### src/hw/rtl/hmc_pkg.sv
// Shared types, sizes and constants of the height map classifier.
// Used by every module of the block except hmc_ram; depends on nothing.
package hmc_pkg;

	// Grid edge length; the grid holds GRID*GRID samples and is a power of two.
	localparam int GRID = 64;
	localparam int CELLS = GRID * GRID;
	localparam int AW = $clog2(CELLS);
	localparam int CNT_W = $clog2(CELLS + 1);

	// Q15.8 height and its derived widths
	localparam int H_W = 24;
	localparam int SUM_W = H_W + AW;
	localparam int V_W = H_W + 2;
	localparam int F_W = 16;
	localparam int PROD_W = V_W + F_W;
	localparam int Q14_SHIFT = 14;

	localparam int CFG_W = 7;
	localparam int RC_W = 6;

	// 999.0 in Q15.8
	localparam logic signed [H_W-1:0] MIN_RESET = 24'sd255744;

	// Q2.14 class factors
	localparam logic signed [F_W-1:0] F_WATER = 16'sd3277;
	localparam logic signed [F_W-1:0] F_GROUND = 16'sd11469;
	localparam logic signed [F_W-1:0] F_HILL = 16'sd21299;
	localparam logic signed [F_W-1:0] F_MOUNT = 16'sd13107;

	localparam logic ACT_LOAD = 1'b0;
	localparam logic ACT_QUERY = 1'b1;

	localparam logic REG_MAP_COLUMNS = 1'b0;
	localparam logic REG_MAP_ROWS = 1'b1;

	typedef enum logic [2:0] {
		CLS_SEA,
		CLS_SHALLOW,
		CLS_GRASS,
		CLS_HILLS,
		CLS_MOUNTAIN
	} hmc_class_t;

	// Grid statistics handed from the statistics unit to the classifier
	typedef struct packed {
		logic full;
		logic signed [V_W-1:0] off;
		logic signed [PROD_W-1:0] t_water;
		logic signed [PROD_W-1:0] t_ground;
		logic signed [PROD_W-1:0] t_hill;
		logic signed [PROD_W-1:0] t_mount;
	} hmc_stat_t;

endpackage

### src/hw/rtl/hmc_classify.sv
// Compare of one shifted cell height against the four class limits.
// Depends on hmc_pkg.
module hmc_classify (
	input  logic signed [hmc_pkg::H_W-1:0] value,
	input  hmc_pkg::hmc_stat_t             stat,
	output hmc_pkg::hmc_class_t            terrain
);
	import hmc_pkg::*;

	logic signed [V_W-1:0]    shifted;
	logic signed [PROD_W-1:0] scaled;

	always_comb begin
		shifted = V_W'(value) + stat.off;
		scaled = PROD_W'(shifted) <<< Q14_SHIFT;
		// a value equal to a limit falls into the higher class
		priority if (scaled < stat.t_water) begin
			terrain = CLS_SEA;
		end else if (scaled < stat.t_ground) begin
			terrain = CLS_SHALLOW;
		end else if (scaled < stat.t_hill) begin
			terrain = CLS_GRASS;
		end else if (scaled < stat.t_mount) begin
			terrain = CLS_HILLS;
		end else begin
			terrain = CLS_MOUNTAIN;
		end
	end

endmodule

### config.mk
export PLATFORM = sky130hd
export DESIGN_NAME = hmc_classify
export DESIGN_NICKNAME = d
export VERILOG_FILES = /design/src/hw/rtl/hmc_pkg.sv /design/src/hw/rtl/hmc_classify.sv
export SDC_FILE = /design/constraint.sdc
export NUM_CORES = 1
export LEC_CHECK = 0
export BUFFER_PORTS_ARGS = -buffer_cell sky130_fd_sc_hd__buf_2
export CAP_MARGIN = 15
export CELL_PAD_IN_SITES_DETAIL_PLACEMENT = 0
export CELL_PAD_IN_SITES_GLOBAL_PLACEMENT = 1
export CORE_ASPECT_RATIO = 1.4
export CORE_MARGIN = 3
export CORE_UTILIZATION = 29
export DETAILED_ROUTE_END_ITERATION = 8
export PLACE_DENSITY_LB_ADDON = 0.05
export REMOVE_ABC_BUFFERS = 1
export SLEW_MARGIN = 10
export SYNTH_ARGS = -nofsm -noshare
export SYNTH_HDL_FRONTEND = slang
export SYNTH_SLANG_ARGS = --single-unit
### constraint.sdc
create_clock -name vclk -period 4.76
set_input_delay 0.714 -clock vclk [all_inputs]
set_output_delay 0.714 -clock vclk [all_outputs]
set_load 0.1 [all_outputs]
-- After elaboration in Yosys (flattened, before gate mapping)
Cells that the tools add are included.
- output and inout port bits: 3
- register bits after elaboration: 0
- memories: 0
- bits of input ports: 219
- bits in writable memories: 0
- bits in latches: 0
- bits in read-only memories: 0
- equal/unequal tests: 0
- bitwise logic cells: 0
- $add $sub $neg: 1
- $mul: 0
- div/mod/pow operators: 0
- multiplexer cells: 4
- reduce and logical (&&, ||, !) cells: 0
- shifts and indexed selects: 0
- $lt $le $gt $ge: 4
- operators by type and width (operator ; count):
    < comparator 40 x 42 -> 1 bit ; 4
    adder 24 x 26 -> 26 bit ; 1
    two-way mux 3 bit ; 4

-- Logic depth before layout (Yosys ltp)
- word-level depth: 6
- gate-level depth with buffers: 19
- mapped depth without buffers: 19

-- Worst setup path after synthesis
No wires, ideal clock.
- path type: input port to output port
- from: input value[4] (netlist bit)
- to: output terrain[2]
- stages: 15
- data arrival time: 7035 ps
- setup slack: -2989 ps
- path buffers: 0
- cells stage by stage: ha_1 -> nand3_1 -> o211ai_2 -> a41o_1 -> a221oi_2 -> a211o_1 -> nor3_1 -> a211oi_2 -> xnor2_1 -> ha_1 -> nand4_1 -> or4_1 -> nor3_1 -> a21oi_1 -> nor4b_1
- longest elaborated chain between the ends: 6
- elaborated cells on any way between the ends: 9
- ends and longest elaborated chain (element ; line ; RTL):
    from (decl) ; hmc_classify.sv:4 ; input logic signed [hmc_pkg::H_W-1:0] value,
    adder 24 x 26 -> 26 bit (*) ; hmc_classify.sv:14 ; shifted = V_W'(value) + stat.off;
    < comparator 40 x 42 -> 1 bit ; hmc_classify.sv:23 ; end else if (scaled < stat.t_mount) begin
    two-way mux 3 bit ; hmc_classify.sv:23 ;
    two-way mux 3 bit ; hmc_classify.sv:21 ; end else if (scaled < stat.t_hill) begin
    two-way mux 3 bit ; hmc_classify.sv:19 ; end else if (scaled < stat.t_ground) begin
    two-way mux 3 bit (*) ; hmc_classify.sv:17 ; priority if (scaled < stat.t_water) begin
    to (decl) ; hmc_classify.sv:6 ; output hmc_pkg::hmc_class_t terrain
Mark *: on every way between the ends. The rest lies on a longest branch, timed or not.

-- Worst setup path after layout
- from: input stat[168] (netlist bit)
- to: output terrain[2]
- longest elaborated chain between the ends: 6
- elaborated cells on any way between the ends: 9
- ends and longest elaborated chain (element ; line ; RTL):
    from (decl) ; hmc_classify.sv:5 ; input hmc_pkg::hmc_stat_t stat,
    adder 24 x 26 -> 26 bit (*) ; hmc_classify.sv:14 ;
    < comparator 40 x 42 -> 1 bit ; hmc_classify.sv:23 ;
    two-way mux 3 bit ; hmc_classify.sv:23 ;
    two-way mux 3 bit ; hmc_classify.sv:21 ;
    two-way mux 3 bit ; hmc_classify.sv:19 ;
    two-way mux 3 bit (*) ; hmc_classify.sv:17 ;
Marked as above.

==> results.toml <==
[logic_synthesis]
synthSimpleGateAreaFrac = 0.149
synthTopCellsByCount = "ha_1, inv_1, a21oi_1"
synthMuxAreaShare = 0.00242
synth_compound_area_frac = 0.267
synthesis.area_mm2 = 0.00414
synth-xor-area-share = 0.0487
synth_top_area_frac = 0.414
synthTopCellsByArea = "ha_1, inv_1, a21o_1"
synth_fa_ha_area_frac = 0.419
ys_warn_count = 0
seq_area_frac_synth = 0
synth_top_family_by_area = "adder cells"
yosysTopAreaCell = "ha_1"
synth_cells = 562
yosysMostFrequentCell = "ha_1"
yosys.cell_types.count = 52
avgSynthCellArea_um2 = 7.36

[power]
p_total_mw = 1.37
ir_drop_v = 0.000185
p_leak_nw = 4.01
powerDensity_mw_per_mm2 = 204

[layout]
nClkBuffers = 0
fin_nets = 1257
seq_cells = 0
drive_gt1_frac = 0.430
fin_util = 0.481
area.growth.synth_to_final_pct = 61.9
final_area_mm2 = 0.00670
ff_latch_area_um2 = 0

[critical_path]
cp.required_ps = 4050
cp.arrival_ps = 4630
startpoint_type = "input port"
worst-setup-path-type = "input port to output port"
endpoint_kind = "output port"
crit_fanout = 3

[sta]
post-route-period-util = 1.12
fmax_mhz = 187
rsz0062_at_grt = "yes"
worst_slack_ps = -588
min_period_ps = 5350
slew_violations = 0
hold_viol_final = 0
setup_violations = 3
slew_headroom = 0.636
tightest_slew_ps = 542

[floorplan]
die_area_mm2 = 0.0158
ioPinCount = 222
core_mm2 = 0.0139
rows = 51
die_x_um = 107
initial_core_util = 0.297
die_h_um = 147

[grt]
first_global_vias = 5250
antenna_found_initial = 1
grt_usage = 0.183
grt_max_degree = 7
gr-total-overflow = 0
grt_pass1_wl_um = 23900

[drt]
firstDrtPassIters = 4
drcViolationCount = 0
drt_iter0_markers = 77
vias = 5128
routed_wl_um = 15400
ant_nets = 0
wire_per_inst_um = 14.2
vias_per_cell = 4.73

[hold_path]
holdPathEnd = "terrain[0]"
hold_class = "input port to output port"
min_from = "stat[25]"
whs_path_depth = 8

[placed_design]
pre_cts_ws_ps = -968
portBuffers = 221
dp_hpwl_um = 14300
placed_area_mm2 = 0.00632
gp_congestion = 0.879

[outcome]
violations = "setup timing"
status = "finished with violations"

[clock_tree]
hold_buffers = 0

[job]
max_cap_violations = 0
[placed cells by master, fill, tap and decap left out, types with 5 or more instances in the layout]
| cell | Yosys | routed |
|---|---|---|
| buf_2 | 0 | 216 |
| ha_1 | 137 | 129 |
| inv_1 | 124 | 124 |
| buf_4 | 0 | 115 |
| a21o_1 | 42 | 42 |
| a21oi_1 | 49 | 40 |
| nand2_1 | 21 | 20 |
| nand4_1 | 19 | 19 |
| nor2_1 | 16 | 16 |
| xnor2_1 | 17 | 13 |
| a21oi_2 | 3 | 12 |
| o21ai_0 | 16 | 12 |
| nand3_1 | 12 | 11 |
| nor3_1 | 12 | 9 |
| nor4_1 | 9 | 9 |
| o21bai_1 | 8 | 8 |
| ha_4 | 0 | 8 |
| o21ai_1 | 4 | 7 |
| xor2_1 | 6 | 6 |
| a211oi_1 | 5 | 5 |
| nor2b_1 | 5 | 5 |
| and4_1 | 5 | 5 |
[worst max-delay path: stages]
cell      delay, ps
buf_6           100
ha_4            150
fa_2            350
a21o_1          200
a21oi_2         150
o21a_1          150
o211ai_1        170
a311oi_2        330
o21bai_1        140
a21oi_2         190
xnor2_2          90
ha_1            300
nand4_1         130
a2111o_1        330
o221ai_2        210
nand3_2         120
a31o_4          270
nor4b_4         210
buf_4           160
buf_12          160
[metrics by stage]
stage / setup TNS [ps] / std cells / hold WS [ps]
2_1_floorplan: -6820 / 561 / 2240
3_3_place_gp: -2510 / 1074 / 2360
3_5_place_dp: -2760 / 1074 / 2370
4_1_cts: -1740 / 1082 / 2280
5_1_grt: -2220 / 1083 / 2370
6_report: -1560 / 1084 / 2290
[kinds of logic after synthesis]
kind of cell    after synthesis
compound gates              161
fa+ha+maj                   138
buf+inv                     125
simple gates                114
xor+xnor                     23
mux                           1
[routing by layer]
layer  up-vias  global-route usage  part of all wire
met1      2266               0.195              0.38
met5         -                   0            0.0013
met3        16              0.0180             0.051
met2       148               0.385              0.55
li1       2696                   -                 -
met4         2              0.0237             0.015
[power breakdown]
part	switching [mW]	leakage (nW)	internal (mW)
clock network	0	0.00000634	0.0000000281
registers	0	0	0
logic	0.684	4.01	0.683
total	0.684	4.01	0.683
[what timing repair did]
action                                  CTS  global route
gates resized for setup                  33            19
setup buffers                             9             1
endpoints found under the setup margin    3             3
pin swaps                                33            17
[layout make-up]
class                      count  area (µm²)
inverter                     124         465
multi-input combinational    437        3960
tap                          185         231
timing repair buffer         337        2040
antenna                        1        2.50
fill                        1485        7210
[worst max path at each step]
stage               from    endpoint  slack (ps)  cells after the start
2_1_floorplan   value[4]  terrain[2]       -2990                     15
3_3_place_gp    value[0]  terrain[2]        -900                     20
3_5_place_dp    value[0]  terrain[2]        -970                     20
4_1_cts        stat[168]  terrain[2]        -680                     20
5_1_grt        stat[168]  terrain[2]        -800                     20
6_report       stat[168]  terrain[2]        -590                     20
Note: power is estimated with default switching activity, not from simulation.
