**src/hw/rtl/hmc_pkg.sv**
```systemverilog
// Shared types, sizes and constants of the height map classifier.
// Used by every module of the block except hmc_ram; depends on nothing.
package hmc_pkg;

	// Grid edge length; the grid holds GRID*GRID samples and is a power of two.
	localparam int GRID = 64;
	localparam int CELLS = GRID * GRID;
	localparam int AW = $clog2(CELLS);
	localparam int CNT_W = $clog2(CELLS + 1);

	// Q15.8 height and its derived widths
	localparam int H_W = 24;
	localparam int SUM_W = H_W + AW;
	localparam int V_W = H_W + 2;
	localparam int F_W = 16;
	localparam int PROD_W = V_W + F_W;
	localparam int Q14_SHIFT = 14;

	localparam int CFG_W = 7;
	localparam int RC_W = 6;

	// 999.0 in Q15.8
	localparam logic signed [H_W-1:0] MIN_RESET = 24'sd255744;

	// Q2.14 class factors
	localparam logic signed [F_W-1:0] F_WATER = 16'sd3277;
	localparam logic signed [F_W-1:0] F_GROUND = 16'sd11469;
	localparam logic signed [F_W-1:0] F_HILL = 16'sd21299;
	localparam logic signed [F_W-1:0] F_MOUNT = 16'sd13107;

	localparam logic ACT_LOAD = 1'b0;
	localparam logic ACT_QUERY = 1'b1;

	localparam logic REG_MAP_COLUMNS = 1'b0;
	localparam logic REG_MAP_ROWS = 1'b1;

	typedef enum logic [2:0] {
		CLS_SEA,
		CLS_SHALLOW,
		CLS_GRASS,
		CLS_HILLS,
		CLS_MOUNTAIN
	} hmc_class_t;

	// Grid statistics handed from the statistics unit to the classifier
	typedef struct packed {
		logic full;
		logic signed [V_W-1:0] off;
		logic signed [PROD_W-1:0] t_water;
		logic signed [PROD_W-1:0] t_ground;
		logic signed [PROD_W-1:0] t_hill;
		logic signed [PROD_W-1:0] t_mount;
	} hmc_stat_t;

endpackage

```
**src/hw/rtl/hmc_stats.sv**
```systemverilog
// Load counter, running min/max/sum and registered class limits.
// Depends on hmc_pkg.
module hmc_stats (
	input  logic                            clk,
	input  logic                            arst_n,
	input  logic                            load_en,
	input  logic signed [hmc_pkg::H_W-1:0]  height,
	output logic [hmc_pkg::AW-1:0]          wr_addr,
	output hmc_pkg::hmc_stat_t              stat
);
	import hmc_pkg::*;

	logic [CNT_W-1:0]        count_q;
	logic signed [H_W-1:0]   min_q;
	logic signed [H_W-1:0]   max_q;
	logic signed [SUM_W-1:0] sum_q;
	logic                    full;

	logic signed [V_W-1:0]    off;
	logic signed [V_W-1:0]    mx;
	logic signed [V_W-1:0]    av;
	logic signed [SUM_W-1:0]  avg_floor;
	logic signed [V_W-1:0]    off_q;
	logic signed [PROD_W-1:0] t_water_q;
	logic signed [PROD_W-1:0] t_ground_q;
	logic signed [PROD_W-1:0] t_hill_q;
	logic signed [PROD_W-1:0] t_mount_q;

	assign full = (count_q == CNT_W'(CELLS));
	assign wr_addr = count_q[AW-1:0];

	always_ff @(posedge clk or negedge arst_n) begin
		if (!arst_n) begin
			count_q <= '0;
			min_q <= MIN_RESET;
			max_q <= '0;
			sum_q <= '0;
		end else if (load_en && !full) begin
			count_q <= count_q + CNT_W'(1);
			if (height < min_q) begin
				min_q <= height;
			end
			if (height > max_q) begin
				max_q <= height;
			end
			sum_q <= sum_q + SUM_W'(height);
		end
	end

	// Shift the grid up by the magnitude of a negative minimum
	always_comb begin
		off = (min_q < 0) ? -V_W'(min_q) : '0;
		mx = V_W'(max_q) + off;
		avg_floor = sum_q >>> AW;
		av = V_W'(signed'(avg_floor[H_W-1:0])) + off;
	end

	// Limits are a register behind the statistics; they settle before
	// the first query can reach the compare stage.
	always_ff @(posedge clk) begin
		off_q <= off;
		t_water_q <= PROD_W'(F_WATER) * PROD_W'(mx);
		t_ground_q <= PROD_W'(F_GROUND) * PROD_W'(av);
		t_hill_q <= PROD_W'(F_HILL) * PROD_W'(av);
		t_mount_q <= PROD_W'(F_MOUNT) * PROD_W'(mx);
	end

	assign stat.full = full;
	assign stat.off = off_q;
	assign stat.t_water = t_water_q;
	assign stat.t_ground = t_ground_q;
	assign stat.t_hill = t_hill_q;
	assign stat.t_mount = t_mount_q;

endmodule

```
**config.mk**
```make
export PLATFORM = sky130hd
export DESIGN_NAME = hmc_stats
export DESIGN_NICKNAME = d
export VERILOG_FILES = /design/src/hw/rtl/hmc_pkg.sv /design/src/hw/rtl/hmc_stats.sv
export SDC_FILE = /design/constraint.sdc
export NUM_CORES = 2
export LEC_CHECK = 0
export BUFFER_PORTS_ARGS = -buffer_cell sky130_fd_sc_hd__buf_2
export CORE_MARGIN = 4
export CORE_UTILIZATION = 45
export DETAILED_ROUTE_END_ITERATION = 7
export PLACE_DENSITY_LB_ADDON = 0.1
export SLEW_MARGIN = 30
export SYNTH_ARGS = -nofsm -noshare
export SYNTH_HDL_FRONTEND = slang
export SYNTH_SLANG_ARGS = --single-unit
```
**constraint.sdc**
```tcl
create_clock -name clk -period 10.39 [get_ports clk]
set_input_delay 1.039 -clock clk [delete_from_list [all_inputs] [get_ports clk]]
set_output_delay 1.039 -clock clk [all_outputs]
set_load 0.01 [all_outputs]
```
Word level (Yosys, flattened, before mapping)
Index checks and enable logic that the tools add are counted.
{ "word_totals": {"inputBits": 27, "reg_bits": 286} }
{ "op_classes": {"order_cmp": 3, "addsub": 5, "n_mul": 4, "eq_ne": 1, "muxes": 1, "reduce_logical": 4} }
{ "ops": {"columns": ["cell", "count"], "rows": [
  ["$mul A15 B26 Y41 const A", 2],
  ["$add A24 B26 Y26", 2],
  ["$mul A16 B26 Y42 const A", 1],
  ["$mul A13 B26 Y39 const A", 1],
  ["$add A36 B24 Y36", 1],
  ["$mux W26", 1],
  ["$neg A26 Y26", 1],
  ["$gt A24 B24 Y1", 1],
  ["$lt A24 B1 Y1 const B", 1],
  ["$lt A24 B24 Y1", 1],
  ["$add A13 B1 Y13 const B", 1],
  ["$eq A13 B13 Y1 const B", 1],
  ["$reduce_and A2 Y1", 2],
  ["$logic_and A1 B1 Y1", 1],
  ["$logic_not A1 Y1", 1]
]} }

Depth between registers and ports, before layout
{ "depth": {"depth_word": 4, "depth_mapped": 41, "ltp_nobuf": 41} }

Worst setup path after synthesis
Ideal clock, no wire load.
{ "synth_path": {"path_kind": "flip-flop to flip-flop", "startpoint": "register min_q[0]", "endpoint": "register t_hill_q[40]", "period_less_slack_ns": 10.678, "arrival_time_ns": 10.606, "n_path_buf": 3, "path_slack_ns": -0.288, "required_ns": 10.318, "stages_incl_launch_ff": 38, "setup_ns": 0.072, "cell_sequence": "dfrtp_1 inv_1 nand4_1 or4_1 or4_1 or4_1 or4_4 nor3_1 xnor2_1 nor2_1 ha_1 clkbuf_1 nand3_1 nor3_1 o21ai_0 a21oi_1 mux2_2 nand2_4 [2 not listed] ha_1 inv_1 fa_1 inv_1 fa_1 inv_1 fa_1 fa_1 inv_1 ha_1 clkbuf_1 a21o_1 a211o_1 a2111o_1 nor3_1 a21oi_1 a31oi_1 xnor2_1"} }
{ "synth_via": {"elab_chain_len": 4} }
{ "synth_rtl": {"columns": ["element", "line_no", "rtl"], "rows": [
  ["start: declaration", "hmc_stats.sv:14", "logic signed [H_W-1:0] min_q;"],
  ["start signal: assignment", "hmc_stats.sv:41", "min_q <= height;"],
  ["$neg A26 Y26 or $lt A24 B1 Y1 (tied branches)", "hmc_stats.sv:52", "off = (min_q < 0) ? -V_W'(min_q) : '0;"],
  ["$mux W26 *", "hmc_stats.sv:52", null],
  ["via off[21]", "hmc_stats.sv:19", "logic signed [V_W-1:0] off;"],
  ["$add A24 B26 Y26 *", "hmc_stats.sv:55", "av = V_W'(signed'(avg_floor[H_W-1:0])) + off;"],
  ["$mul A16 B26 Y42 *", "hmc_stats.sv:64", "t_hill_q <= PROD_W'(F_HILL) * PROD_W'(av);"],
  ["end signal: assignment", "hmc_stats.sv:64", null],
  ["end: declaration", "hmc_stats.sv:26", "logic signed [PROD_W-1:0] t_hill_q;"]
]} }
The timed path passes the listed nets; every way through them passes the cells marked *.
A chain may end at the register's enable or synchronous reset.

Final worst setup path
{ "layout_path": {"startpoint": "register min_q[0]", "endpoint": "register t_mount_q[39]"} }
{ "layout_via": {"elab_chain_len": 4} }
{ "layout_rtl": {"columns": ["element", "line_no", "rtl"], "rows": [
  ["$neg A26 Y26 or $lt A24 B1 Y1 (tied branches)", "hmc_stats.sv:52", null],
  ["$mux W26 *", "hmc_stats.sv:52", null],
  ["via off[19]", "hmc_stats.sv:19", null],
  ["$add A24 B26 Y26 *", "hmc_stats.sv:53", "mx = V_W'(max_q) + off;"],
  ["$mul A15 B26 Y41 *", "hmc_stats.sv:65", "t_mount_q <= PROD_W'(F_MOUNT) * PROD_W'(mx);"],
  ["end signal: assignment", "hmc_stats.sv:65", null],
  ["end: declaration", "hmc_stats.sv:27", "logic signed [PROD_W-1:0] t_mount_q;"]
]} }
Marked as above.

==> metrics.md <==
| Metric | Value |
|---|---|
| Status | `completed` |
| Final period util | `0.952` |
| # port buffers | `233` |
| Crit end category | `flip-flop` |
| Critical path buffer and inverter count | `7` |
| Area leader, netlist | `fa_1` |
| TritonCTS Sinks | `284` |
| DR DRC count | `0` |
| Worst-path clk slew | `0.06 ns` |
| EDFF count, synth | `0` |
| Total CTS buffers | `38` |
| Seq/Total Area, Yosys | `0.161` |
| Die Width | `300 um` |
| Grt ovf | `0` |
| Worst Path Max Fanout | `8` |
| Chip Height | `300 um` |
| HP Class | `in2async` |
| Critical path's largest stage delay | `~0.52 ns` |
| Crit start category | `flip-flop` |
| Fmax | `0.101 GHz` |
| GRT Overall Usage | `0.230` |
| RD Place Congestion | `0.932` |
| Slew HR | `0.361` |
| Via density | `between 5 and 6` |
| # IOs | `between 200 and 250` |
| Slew @ Worst Pin | `0.951 ns` |
| Clock Path Buffers | `3` |
| Initial Utilization | `0.457` |
| Drt wl/cell | `about 19 um` |
| TNS Setup | `0 ns` |
| Layout Nets | `5433` |
| Minimum clock period | `9.89 ns` |
| Netlist cell types | `89` |
| Post-synth top area share | `0.268` |
| Largest cells by area after synthesis | `fa_1, ha_1, dfxtp_1` |
| Clock Latency Late Sink | `roughly 0.61 ns` |
| Top_reg_cell synth | `dfxtp_1` |
| CP required | `10.86 ns` |
| Most frequent cells in the layout | `inv_1, ha_1, fa_1` |
| Syn_area_per_cell | `9.63 sq um` |
| Drt first-iter violations | `1346` |
| Area after DPL | `0.0413 sq mm` |
| Post CTS Setup Buffer Count | `0` |
| Hpwl dp | `slightly below 90 mm` |
| Row count | `106` |
| DR vias | `27697` |
| Most common cell after layout, fill and taps aside | `inv_1` |
| Hold Buf Count CTS | `0` |
| Filler cell count | `8023` |
| Post-CTS sizing | `0` |
| Max-Cap Viols | `0` |
| Final Cell Area | `roughly 0.043 sq mm` |
| Total Wirelength | `103 mm` |
| Initial antenna violation count | `2` |
| Area of the core | `between 0.08 and 0.09 sq mm` |
| Die area | `about 0.090 sq mm` |
| Gate count of the mapped netlist | `3988` |
| Final setup violation count | `0` |
| Sequential cell area | `0.00618 sq mm` |
| Largest net degree at the start of global routing | `between 70 and 80` |
| Async SR Flop Fraction | `0.342` |
| Share of cells above drive strength 1 | `0.111` |
| Worst Skew | `~0.029 ns` |
| Critical path's slowest cell | `fa_1` |
| Root buf cell | `clkbuf_16` |
| Mapped Area | `0.0384 sq mm` |
| Footprint of the multi-input gates | `0.0286 sq mm` |
| Yosys reg bits | `284` |
| Worst EP arrival | `10.36 ns` |
| Vias in the first global route | `28473` |
| Crit path kind | `reg2reg` |
| TritonRoute pass-1 iters | `5` |
| TritonCTS clock tree | `done` |
| Fin. max-slew vios | `0` |
| First-pass GRT wire length | `161 mm` |
| Final hold violations | `0` |
| Htree depth | `2` |
| ANT nets after route | `0` |
| Area Growth Syn to Fin | `11.2%` |
| Ys Warns | `0` |
| CP delay by family, top | `adder cells` |
==> cell families after synthesis <==
family	count (synthesis)	synth area share
adder cells (fa/ha/maj)	1123	0.466
buffers and inverters	980	0.0981
XOR/XNOR	260	0.0597
other	1	0.0000977
multiplexers	65	0.0185
flip-flops	284	0.161
AO/OA/AOI/OAI	726	0.125
AND/OR/NAND/NOR	549	0.0710
==> flip-flops by register name, indices dropped and copies added (netlist names) <==
register	cells
t_hill_q	42
t_mount_q	41
t_ground_q	40
t_water_q	38
sum_q	36
off_q	26
max_q	24
min_q	24
count_q	13
==> final cells by class <==
| type | count | share of cell area |
|---|---|---|
| clock inverters | 11 | 0.00437 |
| well taps | 1134 | 0.0332 |
| multi-input cells | 2727 | 0.670 |
| clock buffers | 57 | 0.0260 |
| repair buffers | 307 | 0.0404 |
| flip-flops and latches | 284 | 0.145 |
| inverters | 925 | 0.0813 |
| diodes | 1 | 0.0000586 |
==> worst reg2reg max path, delay by kind of cell, from the launching register on <==
kind	cells	cell delay (ns)
AOI/OAI and AO/OA	13	2.50
DFF	1	0.39
xor gates and xnor gates	1	0.15
and+or+nand+nor	9	2.87
buffers and inverters	7	0.77
adders and majority gates	8	3.08
==> Yosys cell counts (all sizes together) (21+ instances only) <==
| cell type | instances |
|---|---|
| xor2 | 77 |
| a211oi | 23 |
| and3 | 34 |
| nor2b | 28 |
| a21oi | 192 |
| a21o | 171 |
| nor2 | 128 |
| inv | 923 |
| o21bai | 27 |
| dfxtp | 187 |
| buf | 26 |
| ha | 609 |
| nand3 | 40 |
| nand2 | 145 |
| xnor2 | 183 |
| clkbuf | 29 |
| nand2b | 24 |
| dfrtp | 89 |
| nand4 | 33 |
| mux2 | 47 |
| nor3 | 36 |
| fa | 514 |
| o21ai | 133 |
| o21a | 39 |
| and2 | 21 |
==> through the flow <==
step	std cells	utilization	hold WS [ns]	setup WS [ns]
global placement	5377	0.491	0.458	0.329
floorplan	3991	-	0.434	0.470
finish	5446	0.508	0.447	0.499
global route	5445	0.508	0.481	-0.0168
CTS	5445	0.507	0.456	0.147
detailed placement	5377	0.491	0.454	0.174
==> layer usage <==
metal | part of all wire | up-vias | global-route usage | wire length, um
li1 | - | 13575 | - | -
met1 | 0.44 | 13412 | 0.304 | 45700
met2 | 0.47 | 572 | 0.386 | 48600
met3 | 0.056 | 138 | 0.0446 | 5790
met4 | 0.030 | 0 | 0.0653 | 3040
met5 | 0 | - | 0 | 0
==> worst paths after layout <==
path	from	end	slack [ns]	cells after the start
setup reg to reg	min_q[0]	t_mount_q[39]	0.50	38
min in group clk	count_q[12]	count_q[12]	0.46	1
setup / recovery	min_q[0]	t_mount_q[39]	0.50	38
hold reg to reg	count_q[12]	count_q[12]	0.46	1
max in group asynchronous	arst_n	sum_q[15]	8.78	2
hold / removal	arst_n	sum_q[0]	0.45	1
Power is left out: the tool's default activity adds up to more than one toggle a clock period on the data nets, which glitch-free logic cannot reach.
